[src/rtl/core/cag_pkg.sv]
// Shared types and constants for the 3-D growth automaton.
`timescale 1ns / 1ps

package cag_pkg;

  // Default side length of the cubic grid
  localparam int GRID_SIDE_DEF = 16;

  // Result field widths
  localparam int BIRTHS_W = 13;
  localparam logic [BIRTHS_W-1:0] BIRTHS_MAX = {BIRTHS_W{1'b1}};

  // Item opcodes; the fourth code is unused and only returns a zero result
  typedef enum logic [1:0] {
    OP_WRITE = 2'd0,
    OP_GEN   = 2'd1,
    OP_READ  = 2'd2
  } op_e;

  // Sequencer states
  typedef enum logic [2:0] {
    ST_CLEAR,
    ST_IDLE,
    ST_READ,
    ST_GEN,
    ST_GEN_DONE
  } state_e;

  // Which neighbour directions of the centre cell lie inside the grid
  typedef struct packed {
    logic x_lo;
    logic x_hi;
    logic y_lo;
    logic y_hi;
    logic z_lo;
    logic z_hi;
  } cag_bound_t;

endpackage

[src/rtl/core/cag_cell.sv]
// One storage cell of the sweep chain: holds one grid bit, passes it on per shift.
`timescale 1ns / 1ps

module cag_cell (
  input  logic clk_i,
  input  logic rst_ni,
  input  logic shift_i,
  input  logic d_i,
  output logic q_o
);

  logic bit_q;

  // Take the neighbour's bit on every shift
  always_ff @(posedge clk_i or negedge rst_ni) begin
    if (!rst_ni) begin
      bit_q <= 1'b0;
    end else if (shift_i) begin
      bit_q <= d_i;
    end
  end

  assign q_o = bit_q;

endmodule

[src/rtl/core/cag_window.sv]
// Chain of cells spanning two planes plus two rows; evaluates the growth rule at its centre.
`timescale 1ns / 1ps

module cag_window
  import cag_pkg::*;
#(
  parameter int GRID_SIDE = GRID_SIDE_DEF
) (
  input  logic       clk_i,
  input  logic       rst_ni,
  input  logic       shift_i,
  input  logic       bit_i,
  input  cag_bound_t bound_i,
  output logic       hit_o,
  output logic       centre_o
);

  // Distance from the newest cell to the centre, in raster order
  localparam int Centre   = GRID_SIDE * GRID_SIDE + GRID_SIDE + 1;
  localparam int ChainLen = 2 * Centre + 1;

  logic [ChainLen-1:0] chain;
  logic [26:0]         nb;

  // Row of cells, newest bit at index 0
  for (genvar i = 0; i < ChainLen; i++) begin : g_cell
    if (i == 0) begin : g_head
      cag_cell u_cell (
        .clk_i  (clk_i),
        .rst_ni (rst_ni),
        .shift_i(shift_i),
        .d_i    (bit_i),
        .q_o    (chain[i])
      );
    end else begin : g_body
      cag_cell u_cell (
        .clk_i  (clk_i),
        .rst_ni (rst_ni),
        .shift_i(shift_i),
        .d_i    (chain[i-1]),
        .q_o    (chain[i])
      );
    end
  end

  // Moore neighbourhood taps, masked where the neighbour leaves the grid
  for (genvar n = 0; n < 27; n++) begin : g_tap
    localparam int Dx  = n / 9 - 1;
    localparam int Dy  = (n / 3) % 3 - 1;
    localparam int Dz  = n % 3 - 1;
    localparam int Off = Dx * GRID_SIDE * GRID_SIDE + Dy * GRID_SIDE + Dz;
    if (n == 13) begin : g_self
      assign nb[n] = 1'b0;
    end else begin : g_nb
      logic ok_x, ok_y, ok_z;
      assign ok_x  = (Dx < 0) ? bound_i.x_lo : ((Dx > 0) ? bound_i.x_hi : 1'b1);
      assign ok_y  = (Dy < 0) ? bound_i.y_lo : ((Dy > 0) ? bound_i.y_hi : 1'b1);
      assign ok_z  = (Dz < 0) ? bound_i.z_lo : ((Dz > 0) ? bound_i.z_hi : 1'b1);
      assign nb[n] = chain[Centre-Off] & ok_x & ok_y & ok_z;
    end
  end

  // Exactly one live neighbour
  assign hit_o    = (nb != '0) && ((nb & (nb - 27'd1)) == '0);
  assign centre_o = chain[Centre];

endmodule

[config.mk]
export PLATFORM = sky130hd
export DESIGN_NAME = cag_window
export DESIGN_NICKNAME = d
export VERILOG_FILES = /design/src/rtl/core/cag_pkg.sv /design/src/rtl/core/cag_cell.sv /design/src/rtl/core/cag_window.sv
export SDC_FILE = /design/constraint.sdc
export NUM_CORES = 1
export LEC_CHECK = 0
export BUFFER_PORTS_ARGS = -buffer_cell sky130_fd_sc_hd__buf_2
export CAP_MARGIN = 15
export CORE_ASPECT_RATIO = 1.75
export CORE_MARGIN = 3
export CORE_UTILIZATION = 50
export CTS_CLUSTER_DIAMETER = 150
export DETAILED_ROUTE_END_ITERATION = 8
export PLACE_DENSITY = 0.65
export SLEW_MARGIN = 20
export SYNTH_ARGS = -nofsm -noshare
export SYNTH_HDL_FRONTEND = slang
export SYNTH_SLANG_ARGS = --single-unit
[constraint.sdc]
create_clock -name clk_i -period 2.8 [get_ports clk_i]
set_clock_uncertainty 0.2 [all_clocks]
set_input_delay 0.14 -clock clk_i [delete_from_list [all_inputs] [get_ports clk_i]]
set_output_delay 0.14 -clock clk_i [all_outputs]
set_load 0.005 [all_outputs]
==> results of run 1 <==
worst max-delay path, cell delays in order (launching register included):
cell	delay [ps]
dfrtp_1	420
nand4_1	180
o221ai_4	200
buf_4	190
o31ai_2	280
o221ai_2	160
nor3_2	180
and4_1	190
buf_2	110
sequential cells by signal, summed over array words and instances (netlist names):
signal	flops
g_cell.g_body.u_cell.q_o	546
g_cell.g_head.u_cell.q_o	1
synthesized netlist by cell type (all sizes together) (3+ instances only):
library cell / count / share of area [%]
dfrtp: 547 / 66
mux2: 546 / 30
clkbuf: 63 / 1.1
nand2: 16 / 0.29
a21oi: 11 / 0.28
nand3: 8 / 0.19
o21ai: 7 / 0.17
nand4: 6 / 0.18
nor2: 5 / 0.091
buf: 4 / 0.14
nor4: 4 / 0.19
a32oi: 3 / 0.16
inv: 3 / 0.054
o211ai: 3 / 0.11
o221ai: 3 / 0.16
kinds of logic (layout without fill, tap and decap cells):
| kind of cell | Yosys count | count (layout) | synth area share [%] |
|---|---|---|---|
| muxes | 546 | 546 | 29.7 |
| and+or+nand+nor | 48 | 48 | 1.23 |
| adders and majority gates | 1 | 1 | 0.0544 |
| buffers and inverters | 70 | 133 | 1.34 |
| AOI/OAI and AO/OA | 44 | 44 | 1.58 |
| DFF | 547 | 547 | 66.1 |
power by group:
part / switching (W) / leakage [nW] / internal (W)
registers: 0.000117 / 7.59 / 0.00812
logic: 0.000411 / 3.53 / 0.000371
clock network: 0.00274 / 0.776 / 0.00393
total: 0.00327 / 11.9 / 0.0124
layer usage:
layer	routed length [um]	up-vias	global-route usage [%]
met1	11700	5233	15.5
met2	14400	107	23.4
met4	992	0	5.42
li1	-	4534	-
met3	705	69	2.14
met5	0	-	0
worst max path at each step:
stage	slack, ps	cells after the start	start	endpoint
6_report	30	8	g_cell[544].g_body.u_cell.q_o	hit_o
5_1_grt	-80	8	g_cell[544].g_body.u_cell.q_o	hit_o
4_1_cts	2	8	g_cell[514].g_body.u_cell.q_o	hit_o
3_5_place_dp	410	7	g_cell[530].g_body.u_cell.q_o	hit_o
3_3_place_gp	460	8	bound_i[1]	hit_o
2_1_floorplan	780	6	g_cell[514].g_body.u_cell.q_o	hit_o
per-stage QoR:
step / setup TNS, ps / hold WS (ps) / cells / power, W / worst slack [ps]
after floorplan: 0 / -356 / 1256 / 0.00885 / 782
after global placement: 0 / -39.3 / 1774 / 0.00914 / 457
after detailed placement: 0 / -45.1 / 1774 / 0.00917 / 412
after CTS: 0 / 104 / 1863 / 0.0160 / 2.42
after global routing: -79.3 / 131 / 1869 / 0.0164 / -79.3
final: 0 / 110 / 1869 / 0.0157 / 30.4
area by class of cell:
type / count / area (um^2) / share of cell area, %
clock inverters: 15 / 238 / 1.02
multi-input cells: 639 / 6820 / 29.2
repair buffers: 47 / 523 / 2.24
well taps: 550 / 688 / 2.95
clock buffers: 68 / 1360 / 5.82
inverters: 3 / 11.3 / 0.0483
flip-flops and latches: 547 / 13700 / 58.7
timing repair:
item | in CTS | in global routing
endpoints found under the hold margin | 603 | 0
hold buffers | 4 | 0
buffers inserted | 2 | 6
pin swaps | 1 | 8
resized for setup | 5 | 12
setup endpoints to repair | 1 | 1
==> out/summary.txt, run 1 <==
Worst skew pair latency - 550 ps
Post-synth EDFFs - 0
FF-to-FF Start - g_cell[290].g_body.u_cell.q_o
Vias/cell - 5.32
Sequential area share after synthesis - 66.1%
Yosys reg bits - 547
Synth Flop Type - dfrtp_1
Final Hold Vio Count - 0
Reg2Reg Setup Slack - 1740 ps
FFs w/ async S/R, synth - 100%
Placed Area - 21,500 um^2
Total Nets Final - 1,296
DRT antenna net count - 0
Drt first pass iters - 4
Die height - 275 um
Mapped Nets - 1,266
Period utilisation layout - 98.9%
Global-route wire length before repair - 49,000 um
Clk slew on worst S/H paths - 70 ps
Core footprint - 40,800 um^2
Fin util - 57.1%
Drt wl/cell - 14.9 um
Port bufs - 11
Status - complete, no violations
Final Cell Area - 23,300 um^2
Post-Syn Area - 20,700 um^2
CP Class - register to output port
CTS tree - built
Post-synth cell types - 43
Worst EP required - 2460 ps
CP Max Fanout - 5
IO Pins - 12
DR iter-0 viols - 485
Final Setup Violations - 0
Fillers - 3,248
Hold Path Class - input pin to asynchronous set/reset pin
Worst slew pin tran - 545 ps
DP HPWL - 16,300 um
Synth Warn # - 0
Initial antenna violation count - 0
Core Rows - 98
MaxCap Viol Count - 0
Crit start category - register
Placer Congestion - 0.836
CP endpoint kind - output port
Max IR drop VDD - 0.619 mV
Max Transition Viols Final - 0
Antenna fix cells - 0
Vias in the first global route - 10,600
Clock sink count - 547
H-tree lvl count - 2
RSZ-0062 raised after global routing - yes
Syn Inst Count - 1,256
R2R Path End - g_cell[290].g_body.u_cell.q_o
PwrDens - 672 nW/um^2
All-Layer GR Usage - 13.0%
Share of layout cells above drive strength 1 - 51.3%
DRC viols - 0
Num CTS Buffers - 48
Global route total overflow - 0
Minimum clock period - 2770 ps
WP data arrival - 2430 ps
Die W - 160 um
Via count - 9,943
Initial Util - 50.7%
Synthesized area per cell - 16.5 um^2
Fmax - 361 MHz
Routed Wire Length - 27,800 um
Leak pwr - 11.9 nW
R2r worst-path depth - 1
Area grow syn2layout - 12.7%
Most frequent cells in the layout - mux2_2 (546), dfrtp_1 (546), clkbuf_16 (49)
Relative slew margins - 63.7%
CTS root buffer - clkbuf_16
CTS Buffer Depth - 3
Die ar. - 44,000 um^2
Largest net degree at the start of global routing - 75
(Power assumes the default switching activity.)
==> run 2, diff against run 1 <==
Settings changed: PLACE_DENSITY 0.65 to default, PLACE_DENSITY_LB_ADDON from default to 0.3.
==> run 2 against run 1 <==
  * The run now ends with negative hold slack left
  * Utilization shrank 0.14 points
  * Critical path depth up 1
  * Sequential cell count stayed put
  * First-iteration DRC count up 6.6%
  * Sequential power barely moved
  * Worst hold slack worse by 130 ps
  * Clock power is 2% lower
  * Die area stayed put
  * Global-route usage up 0.35 points
  * Largest cell class unchanged
  * Largest power group unchanged
==> out/summary.txt, run 2 (synthesis gave the netlist of run 1 again) <==
Status - finished, violations left
Failing checks - negative hold slack
CP Max Fanout - 7 (+2)
Most frequent cells in the layout - dfrtp_1 (547), mux2_2 (546), clkbuf_16 (48)
Period utilisation layout - 98.2% (-0.74 points)
Die ar. - 44,000 um^2 (unchanged)
Max reg flops - 546 (unchanged)
Crit-path max cell delay - 430 ps (about the same)
Max Transition Viols Final - 0 (unchanged)
Drt wl/cell - 15.0 um (+0.53%)
CP endpoint kind - output port
CP Class - register to output port
Vias in the first global route - 10,600 (+0.30%)
R2r worst-path depth - 2 (+1)
Largest net degree at the start of global routing - 83 (+11%)
Crit start category - register
Fmax - 364 MHz (+0.76%)
Worst hold margin - -23.7 ps (-134 ps)
DRT antenna net count - 0 (unchanged)
Clock sink count - 547 (unchanged)
Core footprint - 40,800 um^2 (unchanged)
Port bufs - 11 (unchanged)
Commonest non-fill, non-tap cell in the layout - dfrtp_1
CTS root buffer - clkbuf_16
DP HPWL - 17,000 um (+4.7%)
Global route total overflow - 0 (unchanged)
Share of layout cells above drive strength 1 - 50.9% (-0.46 points)
Relative slew margins - 52.8% (-11 points)
Routed Wire Length - 28,000 um (+0.64%)
R2R Path End - g_cell[515].g_body.u_cell.q_o
Final Setup Violations - 0 (unchanged)
Critical-path cell list - a21oi_1, o211ai_1, nor4_4, buf_4, buf_4, a21boi_2, nor3_2, and4_1, buf_2
Max IR drop VDD - 0.550 mV (-11%)
Core Rows - 98 (unchanged)
Antenna fix cells - 0 (unchanged)
Initial Util - 50.7% (unchanged)
CTS tree - built
All-Layer GR Usage - 13.4% (+0.35 points)
DRC viols - 0 (unchanged)
Minimum clock period - 2750 ps (-20.8 ps)
H-tree lvl count - 2 (unchanged)
Net Sw Frac - 21.1% (+0.25 points)
Die W - 160 um (unchanged)
Hold Path Class - input pin to asynchronous set/reset pin
Leak pwr - 11.9 nW (-0.15%)
Num CTS Buffers - 47 (-2.1%)
WP data arrival - 2410 ps (-20 ps)
Clock power share - 42.1% (-0.4 points)
Vias/cell - 5.29 (-0.61%)
Die height - 275 um (unchanged)
Worst skew pair latency - 560 ps (about the same)
Worst Setup Slack, final - 51.1 ps (+20.8 ps)
Global-route wire length before repair - 50,200 um (+2.5%)
Via count - 9,893 (-0.50%)
IO Pins - 12 (unchanged)
Area grow syn2layout - 12.4%
Drt first pass iters - 4 (unchanged)
PwrDens - 669 nW/um^2 (-0.47%)
MaxCap Viol Count - 0 (unchanged)
Sw power - 0.00328 W (+0.48%)
CTS Buffer Depth - 3 (unchanged)
Total Nets Final - 1,292 (-0.31%)
Crit path from - g_cell[290].g_body.u_cell.q_o
FF-to-FF Start - g_cell[514].g_body.u_cell.q_o
Reg2Reg Setup Slack - 1690 ps (-50 ps)
DR iter-0 viols - 517 (+6.6%)
Gate power share - 5.0% (about the same)
Setup TNS - 0 ps (unchanged)
Clk slew on worst S/H paths - 70 ps (about the same)
Initial antenna violation count - 0 (unchanged)
Slowest-stage cell, CP - dfrtp_1
Pint - 0.0123 W (-1.0%)
Worst slew pin tran - 708 ps (+163 ps)
Seq pwr share - 52.9% (+0.4 points)
Final Hold Vio Count - 6 (+6)
RSZ-0062 raised after global routing - yes
Placer Congestion - 0.792 (-5.3%)
Post-Place Worst Slack - 383 ps (-29.5 ps)
Cell mode on critical path - buf_4
Worst EP required - 2460 ps (about the same)
==> run 2: worst max-delay path by stage <==
stage          endpoint  slack [ps]
3_3_place_gp      hit_o         380
4_1_cts           hit_o        0.03
2_1_floorplan     hit_o         780
3_5_place_dp      hit_o         380
6_report          hit_o          50
5_1_grt           hit_o         -90
==> run 2: power groups by stage <==
stage          registers (W)  clock network (W)  logic (W)
2_1_floorplan        0.00834                  0   0.000507
3_3_place_gp         0.00838                  0   0.000778
3_5_place_dp         0.00839                  0   0.000795
4_1_cts              0.00824            0.00681   0.000804
5_1_grt              0.00826            0.00711   0.000881
6_report             0.00824            0.00655   0.000785
==> run 2: layer usage <==
metal | vias to the layer above | GRT usage, % | part of all wire, %
li1 | 4553 | - | -
met1 | 5191 | 16.6 | 43
met2 | 87 | 23.6 | 52
met3 | 62 | 2.06 | 2.4
met4 | 0 | 5.14 | 3.2
met5 | - | 0 | 0
==> run 2: area by class of cell <==
cell class	count	area [um^2]
Tap cell	550	688
Sequential cell	547	13700
Fill cell	3221	17600
Multi-Input combinational cell	639	6790
Inverter	3	11.3
Timing Repair Buffer	44	505
Clock buffer	77	1440
Clock inverter	11	148
==> run 2: critical path, delay by kind of cell, from the launching register on <==
| kind | cells | cell delay, ps |
|---|---|---|
| simple gates | 3 | 400 |
| compound gates | 3 | 610 |
| buf+inv | 3 | 410 |
| flops | 1 | 430 |
==> run 2: stage by stage <==
| stage | total power (W) | instance area [um^2] | utilization (%) | instances | hold WS (ps) |
|---|---|---|---|---|---|
| CTS | 0.0159 | 23300 | 57.0 | 1871 | 0.573 |
| floorplan | 0.00885 | 20700 | - | 1256 | -356 |
| global route | 0.0163 | 23300 | 57.0 | 1871 | 31.6 |
| finish | 0.0156 | 23300 | 57.0 | 1871 | -23.7 |
| detailed placement | 0.00919 | 21500 | 52.8 | 1772 | -4.70 |
| global placement | 0.00915 | 21500 | 52.8 | 1772 | -9.42 |
==> run 2: repair_timing <==
| item | CTS | global route |
|---|---|---|
| hold endpoints to repair | 600 | 0 |
| gates resized for setup | 6 | 4 |
| endpoints found under the setup margin | 1 | 1 |
| setup buffers | 8 | 0 |
| hold buffers | 3 | 0 |
| pin swaps | 6 | 4 |
